### config.mk
export PLATFORM = sky130hd
export DESIGN_NAME = tfmd_update
export DESIGN_NICKNAME = d
export VERILOG_FILES = /design/src/tfmd_pkg.sv /design/src/tfmd_update.sv
export SDC_FILE = /design/constraint.sdc
export NUM_CORES = 1
export LEC_CHECK = 0
export BUFFER_PORTS_ARGS = -buffer_cell sky130_fd_sc_hd__buf_2
export CAP_MARGIN = 20
export CORE_MARGIN = 2
export CORE_UTILIZATION = 56
export DETAILED_ROUTE_END_ITERATION = 8
export PLACE_DENSITY_LB_ADDON = 0.1
export SLEW_MARGIN = 20
export SYNTH_ARGS = -nofsm -noshare
export SYNTH_HDL_FRONTEND = slang
export SYNTH_SLANG_ARGS = --single-unit
### constraint.sdc
create_clock -name vclk -period 6.93
set_clock_uncertainty 0.1 [all_clocks]
set_input_delay 0.693 -clock vclk [all_inputs]
set_output_delay 0.693 -clock vclk [all_outputs]
set_load 0.1 [all_outputs]
### src/tfmd_pkg.sv
`default_nettype none
package tfmd_pkg;

  localparam int DIM_W   = 10;
  localparam int LUMA_W  = 8;
  localparam int SLOT_W  = 2;

  localparam logic [DIM_W-1:0]  DIM_RESET  = 10'd512;
  localparam logic [LUMA_W-1:0] HIGH_RESET = 8'd150;
  localparam logic [LUMA_W-1:0] LOW_RESET  = 8'd100;
  localparam logic [LUMA_W-1:0] LUMA_MAX   = 8'd255;

  // iir weights out of 256
  localparam logic [LUMA_W-1:0] BACK_KEEP  = 8'd26;
  localparam logic [LUMA_W-1:0] ADAPT_GAIN = 8'(256 - 26);
  localparam logic [LUMA_W-1:0] DIFF_GAIN  = 8'(26 * 5);

  localparam int RES_FIFO_DEPTH = 4;

  typedef enum logic [1:0] {
    REG_FRAME_WIDTH  = 2'd0,
    REG_FRAME_HEIGHT = 2'd1,
    REG_HIGH_THRESH  = 2'd2,
    REG_LOW_THRESH   = 2'd3
  } cfg_reg_t;

  typedef struct packed {
    logic [LUMA_W-1:0] slot0;
    logic [LUMA_W-1:0] slot1;
    logic [LUMA_W-1:0] slot2;
    logic [LUMA_W-1:0] back;
    logic [LUMA_W-1:0] thr;
  } store_word_t;

  typedef struct packed {
    logic [LUMA_W-1:0] luma;
    logic [SLOT_W-1:0] slot;
    logic              first;
    logic              capture;
    logic              reload;
    logic              last;
  } pixel_ctl_t;

  typedef struct packed {
    logic motion;
    logic end_of_frame;
  } result_t;

  function automatic logic [SLOT_W-1:0] next_slot(input logic [SLOT_W-1:0] s);
    logic [SLOT_W-1:0] n;
    unique case (s)
      2'd0:    n = 2'd1;
      2'd1:    n = 2'd2;
      default: n = 2'd0;
    endcase
    return n;
  endfunction

  function automatic logic [LUMA_W-1:0] abs_diff(input logic [LUMA_W-1:0] a,
                                                  input logic [LUMA_W-1:0] b);
    return (a > b) ? (a - b) : (b - a);
  endfunction

endpackage
`default_nettype wire

### src/tfmd_update.sv
`default_nettype none
module tfmd_update (
  input  tfmd_pkg::pixel_ctl_t                ctl,
  input  tfmd_pkg::store_word_t               rd,
  input  logic [tfmd_pkg::LUMA_W-1:0]         high_thresh,
  input  logic [tfmd_pkg::LUMA_W-1:0]         low_thresh,
  output tfmd_pkg::store_word_t               wr,
  output logic                                motion
);
  import tfmd_pkg::*;

  store_word_t       upd;
  logic [LUMA_W-1:0] thr;
  logic [LUMA_W-1:0] old1;
  logic [LUMA_W-1:0] old2;
  logic [LUMA_W-1:0] d1;
  logic [LUMA_W-1:0] d2;
  logic [LUMA_W-1:0] db;
  logic [LUMA_W-1:0] thr_floor;
  logic [16:0]       thr_acc;
  logic [15:0]       back_acc;
  logic [SLOT_W-1:0] s_old2;
  logic [SLOT_W-1:0] s_old1;

  function automatic logic [LUMA_W-1:0] pick(input store_word_t w,
                                             input logic [SLOT_W-1:0] s);
    logic [LUMA_W-1:0] v;
    unique case (s)
      2'd0:    v = w.slot0;
      2'd1:    v = w.slot1;
      default: v = w.slot2;
    endcase
    return v;
  endfunction

  always_comb begin
    upd = rd;
    if (ctl.capture) begin
      upd.slot0 = ctl.luma;
      upd.slot1 = ctl.luma;
      upd.slot2 = ctl.luma;
      upd.back  = ctl.luma;
    end
    unique case (ctl.slot)
      2'd0:    upd.slot0 = ctl.luma;
      2'd1:    upd.slot1 = ctl.luma;
      default: upd.slot2 = ctl.luma;
    endcase
    thr = ctl.reload ? high_thresh : rd.thr;
    upd.thr = thr;

    s_old2 = next_slot(ctl.slot);
    s_old1 = next_slot(s_old2);
    old2 = pick(upd, s_old2);
    old1 = pick(upd, s_old1);
    d1 = abs_diff(ctl.luma, old1);
    d2 = abs_diff(ctl.luma, old2);
    db = abs_diff(ctl.luma, upd.back);
    thr_floor = (thr < low_thresh) ? low_thresh : thr;

    thr_acc  = 17'(ADAPT_GAIN) * 17'(thr_floor) + 17'(DIFF_GAIN) * 17'(db);
    back_acc = 16'(BACK_KEEP) * 16'(upd.back) + 16'(ADAPT_GAIN) * 16'(ctl.luma);

    wr     = upd;
    motion = 1'b0;
    if (!ctl.first) begin
      if (d1 > thr && d2 > thr) begin
        motion = 1'b1;
      end else begin
        motion  = (db > thr);
        wr.thr  = thr_acc[16] ? LUMA_MAX : thr_acc[15:8];
        wr.back = back_acc[15:8];
      end
    end
  end

endmodule
`default_nettype wire

Word level (Yosys, flattened, before mapping)
Cells that the tools add are included.
{ "word_totals": {"reg_bits": 0, "in_bits": 70, "out_inout_bits": 41, "elab_cells": 45} }
{ "op_classes": {"add_sub_neg": 8, "mul": 4, "n_lt_le_gt_ge": 7, "n_eq_ne": 3, "mux": 18, "n_reduce_logical": 5} }
{ "op_table": {"columns": ["op", "n"], "rows": [
  ["$mux W8", 9],
  ["$gt A8 B8 Y1", 6],
  ["$sub A8 B8 Y8", 6],
  ["$mul A7 B8 Y15 const A", 3],
  ["$mux W16", 2],
  ["$mux W32", 1],
  ["$pmux W8 S2", 2],
  ["$add A16 B16 Y17", 1],
  ["$add A13 B16 Y16", 1],
  ["$mul A4 B8 Y12 const A", 1],
  ["$lt A8 B8 Y1", 1],
  ["$pmux W2 S2", 2],
  ["$eq A2 B1 Y1 const B", 3],
  ["$logic_not A2 Y1", 3],
  ["$mux W1", 2],
  ["$reduce_or A2 Y1", 1],
  ["$logic_and A1 B1 Y1", 1]
]} }

Logic depth before layout (Yosys ltp)
{ "depth": {"word_depth": 12, "mapped_depth": 31, "depth_no_buf": 30} }

Least setup slack after synthesis
Ideal clock, no wire load.
{ "synth_path": {"path_type": "input-to-output", "start": "input ctl[4] in the netlist's numbering", "end": "output wr[13] in the netlist's numbering", "t_arrival_ns": 9.306, "required_ns": 6.137, "path_slack_ns": -3.169, "cell_stages": 25, "n_path_buf": 3, "path_cell_list": "clkbuf_1 > a21oi_1 > o21ai_0 > nor2_1 > a211oi_1 > a21oi_1 > ha_1 > nand4_1 > or2_2 > o31ai_1 > buf_2 > mux2_2 > o21a_1 > o21ai_1 > nand2_1 > xor2_1 > ha_1 > a21o_1 > a21o_1 > a21oi_1 > o21ai_0 > o211ai_1 > nor2b_1 > clkbuf_1 > o21ai_0"} }
{ "synth_rtl": {"columns": ["element", "line", "source"], "rows": [
  ["start, declared", "tfmd_update.sv:3", "input tfmd_pkg::pixel_ctl_t ctl,"],
  ["end, declared", "tfmd_update.sv:7", "output tfmd_pkg::store_word_t wr,"]
]} }

==> flow_summary.json <==
{
  "status": "finished with violations",
  "violations": "negative setup slack",
  "yosysTopAreaCell": "ha_1",
  "required_ns": 6.14,
  "postCtsHoldBufs": 0,
  "area_delta_synth_final_pct": 43.47,
  "critical-path-max-stage-delay_ns": 0.49,
  "fp.dieH_um": 120.8,
  "rows": 42,
  "die_area_um2": 14580,
  "relSlewSlack_pct": 58.64,
  "diodes": 0,
  "grt_pass1_wl_um": 36450,
  "gp_congestion": 0.9356,
  "grt_start_max_net_pins": 32,
  "synth_warnings": 0,
  "post_route_cells_drive_above_1_share_pct": 35.20,
  "synth_mux_area_share_pct": 10.88,
  "setup_violations": 8,
  "crit_path_frequent_cell": "ha_4",
  "worstHoldStart": "ctl[3]",
  "period_share_pct": 111.6,
  "pin_count": 111,
  "setup.worst_path.start": "ctl[1]",
  "criticalPathCategory": "in -> out",
  "initial_core_util_pct": 57.42,
  "report.final.slew_viol_count": 0,
  "synth_compound_area_share_pct": 16.46,
  "synth.area.top_cells": "ha_1 (34%), fa_1 (9.2%), mux2i_1 (8.9%)",
  "ant_nets": 0,
  "wl_per_cell_um": 16.12,
  "antenna_found_initial": 0,
  "vias": 7882,
  "rsz0062_at_grt": "true",
  "cap_violations": 0,
  "drtIter0Drc": 355,
  "finalNetCount": 1570,
  "synthesis.area_um2": 7634,
  "clock.fmax_mhz": 129.3,
  "fin_crit_ns": 7.736,
  "synthAdderAreaFrac_pct": 43.60,
  "postRouteWirelength_um": 23030,
  "cp.arrival_ns": 6.94,
  "synth-simple-area-share_pct": 13.06,
  "coreArea_um2": 13300,
  "hpwl_um": 19340,
  "crit_path_end_kind": "output port",
  "path_buf_inv": 8,
  "start_kind": "input pin",
  "synth_cells": 959,
  "yosysSeqAreaShare_pct": 0,
  "clkbuf_count": 0,
  "firstDrtPassIters": 5,
  "synth_cell_type_count": 60,
  "critPathTopFamily": "adder cells",
  "regArea_um2": 0,
  "via_per_inst": 5.516,
  "drc": 0,
  "die_w_um": 120.8,
  "grt_pass1_vias": 7790,
  "synth_xor_area_share_pct": 7.327,
  "slowest_stage": "fa_1",
  "synth_fp_nets": 1274,
  "setup_ws_ns": -0.8061,
  "seq_cells": 0,
  "grtUsageTotal_pct": 30.41,
  "syn_avg_cell_area_um2": 7.960,
  "cp_max_fo": 8,
  "synth_top_family_by_area": "adder cells",
  "worst_pin_slew_ns": 0.6176,
  "overflow": 0,
  "hold_viol_final": 0,
  "placed_cells": 1411,
  "hold_path.class": "in -> out",
  "fin_cells": 1429,
  "portBuffers": 110,
  "netlist.area_leader.share_pct": 34.42
}
## cell families after synthesis
| kind of cell | after synthesis |
|---|---|
| AO/OA/AOI/OAI | 197 |
| XOR/XNOR | 63 |
| adder cells (fa/ha/maj) | 245 |
| buffers and inverters | 175 |
| multiplexers | 81 |
| AND/OR/NAND/NOR | 198 |
## routing by layer
layer | track usage (%) | vias to the layer above | part of all wire [%]
met1 | 38.58 | 3688 | 43
met2 | 56.64 | 217 | 50
met5 | 0 | - | 0
li1 | - | 3922 | -
met4 | 7.267 | 0 | 3.4
met3 | 1.038 | 55 | 3.7
## worst paths after layout
check                 cells past startpoint     end
worst max-delay path                     33   wr[4]
worst min-delay path                      3  motion
## layout make-up
cell class / instances / area [um2]
repair buffers: 310 / 2404
fillers: 875 / 2344
inverters: 159 / 604.3
multi-input cells: 784 / 7724
well taps: 176 / 220.2
## Yosys cell counts (14+ instances only)
cell type  instances
nand2_1           35
inv_1            158
xnor2_1           40
o21ai_0           35
fa_1              35
a21o_1            20
nor2_1            57
nor2b_1           20
nand3_1           14
nor3_1            16
mux2i_1           68
xor2_1            22
a21oi_1           62
o21a_1            19
ha_1             210
nand2b_1          14
## metrics by stage
step / instance area, um2 / hold WS, ns / worst slack (ns) / util [%] / TNS (ns)
final: 10950 / 1.624 / -0.8061 / 82.37 / -6.131
after CTS: 10580 / 1.623 / -0.6868 / 79.58 / -5.296
after floorplan: 8054 / 1.452 / -0.7142 / - / -5.513
after global placement: 10380 / 1.618 / -0.8035 / 78.04 / -6.355
after detailed placement: 10380 / 1.622 / -0.9497 / 78.04 / -7.491
after global routing: 10950 / 1.634 / -1.023 / 82.37 / -7.988
## layout by cell type, fill, tap and decap left out, drive strengths merged, types with 11 or more instances in the layout
| cell | Yosys | layout |
|---|---|---|
| mux2 | 13 | 13 |
| buf | 6 | 307 |
| nor2 | 57 | 57 |
| xnor2 | 41 | 41 |
| a31oi | 11 | 11 |
| ha | 210 | 210 |
| fa | 35 | 35 |
| xor2 | 22 | 22 |
| inv | 159 | 157 |
| a21oi | 64 | 64 |
| nand4 | 13 | 13 |
| mux2i | 68 | 68 |
| o21a | 19 | 19 |
| nand3 | 14 | 14 |
| o21ai | 46 | 46 |
| nand2 | 35 | 35 |
| nor2b | 20 | 20 |
| nor3 | 17 | 17 |
| nand2b | 15 | 15 |
| a21o | 20 | 20 |
## timing repair
action | in CTS | in global routing
pin swaps | 14 | 32
endpoints found under the setup margin | 11 | 16
buffers inserted | 7 | 13
gates resized for setup | 36 | 61
Power is left out: the tool's default activity adds up to more than one toggle a clock period on the data nets, which glitch-free logic cannot reach.
