`config.mk`:
```
export PLATFORM = sky130hd
export DESIGN_NAME = tfmd_fifo
export DESIGN_NICKNAME = d
export VERILOG_FILES = /design/src/tfmd_pkg.sv /design/src/tfmd_fifo.sv
export SDC_FILE = /design/constraint.sdc
export NUM_CORES = 1
export LEC_CHECK = 0
export ABC_CLOCK_PERIOD_IN_PS = 1800
export BUFFER_PORTS_ARGS = -buffer_cell sky130_fd_sc_hd__buf_2
export CORE_MARGIN = 2
export CORE_UTILIZATION = 47
export CTS_CLUSTER_DIAMETER = 150
export DETAILED_ROUTE_END_ITERATION = 12
export GPL_TIMING_DRIVEN = 1
export HOLD_SLACK_MARGIN = 0.08
export PLACE_DENSITY = 0.8
export SLEW_MARGIN = 0
export SYNTH_ARGS = -nofsm -noshare
export SYNTH_HDL_FRONTEND = slang
export SYNTH_SLANG_ARGS = --single-unit
```
`constraint.sdc`:
```
create_clock -name clk -period 1.8 [get_ports clk]
set_clock_uncertainty 0.05 [all_clocks]
set_input_delay 0.36 -clock clk [delete_from_list [all_inputs] [get_ports clk]]
set_output_delay 0.36 -clock clk [all_outputs]
set_load 0.005 [all_outputs]
```
`src/tfmd_pkg.sv`:
```
`default_nettype none
package tfmd_pkg;

  localparam int DIM_W   = 10;
  localparam int LUMA_W  = 8;
  localparam int SLOT_W  = 2;

  localparam logic [DIM_W-1:0]  DIM_RESET  = 10'd512;
  localparam logic [LUMA_W-1:0] HIGH_RESET = 8'd150;
  localparam logic [LUMA_W-1:0] LOW_RESET  = 8'd100;
  localparam logic [LUMA_W-1:0] LUMA_MAX   = 8'd255;

  // iir weights out of 256
  localparam logic [LUMA_W-1:0] BACK_KEEP  = 8'd26;
  localparam logic [LUMA_W-1:0] ADAPT_GAIN = 8'(256 - 26);
  localparam logic [LUMA_W-1:0] DIFF_GAIN  = 8'(26 * 5);

  localparam int RES_FIFO_DEPTH = 4;

  typedef enum logic [1:0] {
    REG_FRAME_WIDTH  = 2'd0,
    REG_FRAME_HEIGHT = 2'd1,
    REG_HIGH_THRESH  = 2'd2,
    REG_LOW_THRESH   = 2'd3
  } cfg_reg_t;

  typedef struct packed {
    logic [LUMA_W-1:0] slot0;
    logic [LUMA_W-1:0] slot1;
    logic [LUMA_W-1:0] slot2;
    logic [LUMA_W-1:0] back;
    logic [LUMA_W-1:0] thr;
  } store_word_t;

  typedef struct packed {
    logic [LUMA_W-1:0] luma;
    logic [SLOT_W-1:0] slot;
    logic              first;
    logic              capture;
    logic              reload;
    logic              last;
  } pixel_ctl_t;

  typedef struct packed {
    logic motion;
    logic end_of_frame;
  } result_t;

  function automatic logic [SLOT_W-1:0] next_slot(input logic [SLOT_W-1:0] s);
    logic [SLOT_W-1:0] n;
    unique case (s)
      2'd0:    n = 2'd1;
      2'd1:    n = 2'd2;
      default: n = 2'd0;
    endcase
    return n;
  endfunction

  function automatic logic [LUMA_W-1:0] abs_diff(input logic [LUMA_W-1:0] a,
                                                  input logic [LUMA_W-1:0] b);
    return (a > b) ? (a - b) : (b - a);
  endfunction

endpackage
`default_nettype wire

```
`src/tfmd_fifo.sv`:
```
`default_nettype none
module tfmd_fifo (
  input  logic                                           clk,
  input  logic                                           rst,
  input  logic                                           push,
  input  tfmd_pkg::result_t                              push_data,
  input  logic                                           pop,
  output logic                                           valid,
  output tfmd_pkg::result_t                              head,
  output logic [$clog2(tfmd_pkg::RES_FIFO_DEPTH+1)-1:0] count
);
  import tfmd_pkg::*;

  localparam int PTR_W = $clog2(RES_FIFO_DEPTH);
  localparam int CNT_W = $clog2(RES_FIFO_DEPTH + 1);

  result_t          entry [RES_FIFO_DEPTH];
  logic [PTR_W-1:0] wr_ptr;
  logic [PTR_W-1:0] rd_ptr;
  logic             do_pop;

  assign valid  = (count != '0);
  assign head   = entry[rd_ptr];
  assign do_pop = pop && valid;

  always_ff @(posedge clk) begin
    if (push) begin
      entry[wr_ptr] <= push_data;
    end
  end

  always_ff @(posedge clk) begin
    if (rst) begin
      wr_ptr <= '0;
      rd_ptr <= '0;
      count  <= '0;
    end else begin
      if (push) begin
        wr_ptr <= wr_ptr + PTR_W'(1);
      end
      if (do_pop) begin
        rd_ptr <= rd_ptr + PTR_W'(1);
      end
      if (push && !do_pop) begin
        count <= count + CNT_W'(1);
      end else if (do_pop && !push) begin
        count <= count - CNT_W'(1);
      end
    end
  end

endmodule
`default_nettype wire

```
; Word-level counts from Yosys, hierarchy flattened
; Memories as Yosys holds them, arrays and structs flattened. A register that Yosys moved wholly into a read port is not among the register bits.
; Cells that the tools add are included.
[op_classes]
addsub = 4
mux = 6
n_reduce_logical = 7
[op_table]
columns = cell, count
row1 = $mux W3, 2
row2 = $add A2 B1 Y2 const B, 2
row3 = $mux W2, 2
row4 = $add A3 B1 Y3 const B, 1
row5 = $logic_and A1 B1 Y1, 3
row6 = $reduce_bool A3 Y1, 1
row7 = $sub A3 B1 Y3 const B, 1
row8 = $logic_not A1 Y1, 2
row9 = $mux W1, 2
row10 = $reduce_bool A2 Y1, 1
[totals]
ff_bits = 7
ramBits = 8
n_memories = 1
[memory_table]
columns = memory, depth, word_bits, rd, rd_clocked_by_memory_dff, write_ports, line
row1 = entry, 4, 2, 1, 1, 1, tfmd_fifo.sv:17  ; result_t entry [RES_FIFO_DEPTH];

; Logic depth before layout (Yosys ltp)
; Gate-level depths: netlist (run 1).
[depth]
ltp_word = 5
depth_mapped = 7

; Least setup slack after synthesis (run 1)
; OpenSTA, ideal clock, no wires.
[synth_timing]
path_type = reg-to-reg
start = register count[1] (netlist bit)
end = register count[2] (netlist bit)
arrival_ns = 1.829
slack_ns = -0.149
stages_incl_launch_ff = 8
path_buffers = 0
synth_period_minus_slack_ns = 1.949
path_cell_list = dfxtp_1 -> o31ai_4 -> ha_1 -> inv_1 -> fa_1 -> xor2_1 -> or3_1 -> a21oi_1
[synth_between]
elab_chain_len = 5
[synth_rtl]
columns = item, line
row1 = "start, declared", tfmd_fifo.sv:10  ; output logic [$clog2(tfmd_pkg::RES_FIFO_DEPTH+1)-1:0] count
row2 = "start signal, assigned", tfmd_fifo.sv:45  ; count <= count + CNT_W'(1);
row3 = "start signal, assigned", tfmd_fifo.sv:47  ; count <= count - CNT_W'(1);
row4 = "parallel branches: the longest is 5 deep, another holds $sub A3 B1 Y3", --
; Parallel ways; which one is timed is not known. The select of a mux whose other input is x is not followed.
; A chain may end at the register's enable or synchronous reset.

; Worst setup path after layout (run 1)
; Same ends and word-level chain as after synthesis.

==> results of run 1 <==
## timing repair
action,4_1_cts,5_1_grt
setup buffers,1,1
pin swaps,2,1
gates resized for setup,2,0
setup endpoints to repair,2,2
## Yosys cell counts, types with 2 or more instances
master	number	area [um^2]
and2_1	4	25.0
dfxtp_1	9	180
edfxtp_1	8	240
ha_1	5	62.6
inv_1	3	11.3
mux2i_1	2	20.0
mux4_2	2	45.0
nor2_1	7	26.3
xor2_1	4	35.0
## through the flow
step	power, mW	setup WS (ns)	utilization [%]	hold WS, ns
3_3_place_gp	0.908	-0.0630	57.6	0.464
6_report	1.13	-0.0897	60.5	0.225
4_1_cts	1.14	-0.106	60.0	0.218
3_5_place_dp	0.926	-0.102	57.6	0.466
5_1_grt	1.20	-0.184	60.5	0.226
2_1_floorplan	0.770	-0.0663	-	0.409
## path summary, 6_finish.rpt
check	from	to	slack [ns]	cells past startpoint
setup / recovery	count[1]	count[2]	-0.09	7
hold / removal	push_data[1]	entry[0][1]	0.23	1
setup reg to reg	count[1]	count[2]	-0.09	7
hold reg to reg	rd_ptr[1]	register	0.50	2
## area by class of cell
cell class                      count  area [um^2]
Fill cell                         111          588
Sequential cell                    17          425
Multi-Input combinational cell     32          302
Timing Repair Buffer               19          115
Clock buffer                        3         22.5
Tap cell                           16         20.0
Inverter                            3         11.3
Clock inverter                      1         5.00
## routing by layer
metal / vias to the layer above / share of wire (%)
met2: 7 / 53
li1: 229 / -
met5: - / 0
met3: 4 / 2.6
met1: 212 / 40
met4: 0 / 3.8
## report_power, final
group / internal [mW] / total [mW] / switching (mW)
Sequential: 0.479 / 0.535 / 0.0560
Clock: 0.0826 / 0.198 / 0.116
Combinational: 0.226 / 0.398 / 0.171
Total: 0.788 / 1.13 / 0.343
## worst reg2reg max path: stages (launching register included)
cell and delay [ns]:
dfxtp_2 0.35, o31ai_4 0.27, ha_2 0.23, inv_2 0.04, fa_2 0.32, xor2_1 0.15
or3_1 0.30, a21oi_1 0.12
## cells by family after synthesis
logic type | count (synthesis) | synth area share, %
flip-flops | 17 | 57.4
adder cells (fa/ha/maj) | 6 | 11.3
XOR/XNOR | 5 | 5.98
AND/OR/NAND/NOR | 13 | 8.89
multiplexers | 4 | 8.89
AO/OA/AOI/OAI | 4 | 5.47
buffers and inverters | 4 | 2.05
==> out/qor.csv, run 1 <==
metric,value,unit
critPathKind,register to register,
syn_to_final_growth,23.1,%
htreeDepth,1,
dieWidth,43.5,um
hold_buffers,0,
grt_pass1_wl,1900,um
nNetsFinal,88,
placed_area,857,um^2
critical_path.max_fanout,2,
n_antenna_cell,0,
ys_types,18,
syn_inst,53,
core_area,0.00149,mm^2
syn_area_per_cell,13.8,um^2
clock_sinks,17,
crit_required,1.98,ns
power.leakage,0.385,nW
rsz0062_at_grt,true,
io_pins,12,
status,"complete, but fails checks",
dieArea,0.00189,mm^2
seq_area_frac_synth,57.4,%
drc,0,
synthesis.area,732,um^2
fin_tns_setup,-0.0936,ns
path_clk_slew,0.10,ns
tightest_slew,0.341,ns
cts_tree,built,
dp.cells,85,
fmax,529,MHz
clock_latency,0.29,ns
slew-limit-headroom,76.9,%
place_hpwl,859,um
antenna_found_initial,0,
die_height,43.5,um
setup_viol,2,
grt_pass1_vias,436,
crit_path_end_kind,register,
cts-root-buf,clkbuf_4,
maxCapViolations,0,
route.vias.total,452,
gp_congestion,0.758,
groute.layer.met3.usage,3.75,%
min_period,1.89,ns
critPathTopFamily,adder cells,
top_usage_layer,met2,
ir_worst_vdd,0.000690,V
track_usage,14.8,%
synth_ff_type,dfxtp_1,
dr.pass1.iters,2,
layout_setup_ws,-0.0897,ns
final_common_cell,buf_2,
vias_per_cell,4.97,
gr-usage-met1,14.9,%
drt-total-wl,1150,um
cts_buffer_depth,2,
synthArstFlopShare,0,%
start_util,49.2,%
yosys_register_bits,17,
avgRoutedWirePerCell,12.6,um
synth_fp_nets,65,
cp_cell_sequence,o31ai_4 > ha_2 > inv_2 > fa_2 > xor2_1 > or3_1 > a21oi_1,
stdcell_area,901,um^2
path_buf_inv,1,
drt_iter0_drc,4,
gr-total-overflow,0,
synth-edff-count,8,
powerDensity,1260,mW/mm^2
crit_slowest_cell,dfxtp_2,
cp-start-kind,register,
grt_max_degree,11,
failed_checks,negative setup slack,
cp.arrival,2.07,ns
yosys_warnings,0,
finalCritPeriodShare,105,%
met2_usage,25.1,%
mostFrequentLayoutCells,"buf_2 (11), edfxtp_1 (8), buf_4 (8), nor2_1 (7), dfxtp_1 (7)",
num_rows,14,
slew_viol_final,0,
postRouteAntennaNets,0,
cp_slowest_stage_delay,0.35,ns
final_layout_size_suffix_gt1_share,42.7,%
io_buffer_count,11,
hold_viol,0,
numCtsBuffers,3,
hold_path.class,input pin to register,
instances_no_fill,91,
No activity file was read; power rests on OpenSTA's default activity.
==> inputs of run 2 (changes only) <==
- ABC_CLOCK_PERIOD_IN_PS: 1800 -> 2050
- CELL_PAD_IN_SITES_DETAIL_PLACEMENT: not set -> 2
- CELL_PAD_IN_SITES_GLOBAL_PLACEMENT: not set -> 2
- CORE_UTILIZATION: 47 -> 36
- PLACE_DENSITY: 0.8 -> 0.83
- clock period: 1.8 -> 2.05 ns (I/O delays scaled with it)
==> run 2 against run 1 <==
Compared with the run above: the run now ends clean; cell count rose by 8.8%; die area is 28% higher; sequential share of layout area up 0.52 points; non-clock buffer count down 3; combinational power shrank 11%; global-route usage is 1.0 points lower; first-iteration DRC count down 75%; via count shrank 1.3%; power fell by 12%.
==> out/qor.csv, run 2 (synthesized netlist as in run 1, its figures left out) <==
metric,value,unit
status,"complete, no violations",
final_common_cell,buf_2,
grt_pass1_vias,498,
dieArea,0.00241,mm^2
start_util,37.7,%
clock_sinks,17,
critPathKind,register to register,
drt-total-wl,1400,um
dieWidth,49.1,um
io_buffer_count,11,
num_rows,16,
gp_congestion,0.756,
crit_required,2.21,ns
setup_viol,0,
die_height,49.1,um
path_clk_slew,0.09,ns
route.vias.total,446,
final_layout_size_suffix_gt1_share,36.1,%
crit_slowest_cell,fa_1,
layout_setup_ws,0.0977,ns
cts_buffer_depth,2,
powerDensity,1120,mW/mm^2
fmax,512,MHz
endpoint,count[2],
slew-limit-headroom,78.9,%
reg2reg_from,count[0],
n_antenna_cell,0,
finalCritPeriodShare,95.2,%
stdcell_area,886,um^2
fillers,212,
antenna_found_initial,0,
dr.pass1.iters,4,
rsz0062_at_grt,false,
avgRoutedWirePerCell,14.1,um
vias_per_cell,4.51,
cts-root-buf,clkbuf_4,
grt_max_degree,10,
cp-start-kind,register,
crit_path_end_kind,register,
cp_cell_sequence,o31ai_4 > ha_2 > inv_1 > fa_1 > xor2_1 > or3_1 > a21oi_1,
startpoint,count[0],
clock_latency,0.27,ns
seq_area,423,um^2
cts_tree,built,
mostFrequentLayoutCells,"buf_2 (11), edfxtp_1 (8), nor2_1 (7), dfxtp_1 (7), buf_4 (5)",
hold_path.class,input pin to register,
place_hpwl,1130,um
grt_pass1_wl,2430,um
critPathTopFamily,adder cells,
drc,0,
hold_viol,0,
r2r_slack,0.1,ns
syn_to_final_growth,21.0,%
min_period,1.95,ns
slew_viol_final,0,
crit_cells,7,
hold_ws,0.296,ns
path_buf_inv,1,
postRouteAntennaNets,0,
cp.arrival,2.11,ns
post-place-ws,0.0286,ns
placed_area,840,um^2
drt_iter0_drc,1,
track_usage,13.7,%
fin_tns_setup,0,ns
ir_worst_vdd,0.000428,V
instances_no_fill,99,
cp_slowest_stage_delay,0.37,ns
nNetsFinal,85,
core_area,0.00194,mm^2
power.leakage,0.369,nW
numCtsBuffers,3,
reg2reg_depth,7,
gr-total-overflow,0,
htreeDepth,1,
maxCapViolations,0,
multi_input_area,299,um^2
io_pins,12,
tightest_slew,0.312,ns
critical_path.max_fanout,2,
r2r-end,count[2],
dp.cells,93,
min_from,push_data[1],
run 2: worst register-to-register path: stages (launching register included):
cell	delay (ns)
dfxtp_2	0.34
o31ai_4	0.25
ha_2	0.22
inv_1	0.06
fa_1	0.37
xor2_1	0.16
or3_1	0.31
a21oi_1	0.13
run 2: cell type report:
class	instances	area share, %
sequential	17	47.7
multi-input combinational	32	33.8
timing repair buffer	16	10.5
tap	27	3.81
clock buffer	4	2.97
inverter	3	1.27
run 2: worst min path at each step:
| stage | slack [ns] | to | cells after the start |
|---|---|---|---|
| detailed placement | 0.49 | register | 2 |
| floorplan | 0.43 | register | 2 |
| finish | 0.30 | entry[0][1] | 1 |
| global placement | 0.47 | rd_ptr[1] | 2 |
| CTS | 0.29 | entry[0][1] | 1 |
| global route | 0.28 | entry[0][1] | 1 |
run 2: per-stage QoR:
step | total power, mW | util, %
after floorplan | 0.665 | -
after global placement | 0.781 | 43.2
after detailed placement | 0.813 | 43.2
after CTS | 0.999 | 45.1
after global routing | 1.07 | 45.6
final | 0.992 | 45.6
run 2: timing repair:
item	CTS	global route
pin swaps	1	3
endpoints found under the setup margin	1	1
gates resized for setup	1	2
hold buffers	0	0
setup buffers	1	1
run 2: routing by layer:
metal / GRT usage (%) / up-vias / wire length, um
met5: 0 / - / 0
met4: 7.14 / 0 / 19
met3: 1.84 / 2 / 20
met2: 24.5 / 5 / 795
met1: 15.8 / 216 / 564
li1: - / 223 / -
run 2: where the power goes:
group / internal [mW] / switching (mW)
combinational: 0.192 / 0.161
sequential: 0.418 / 0.0515
clock: 0.0754 / 0.0947
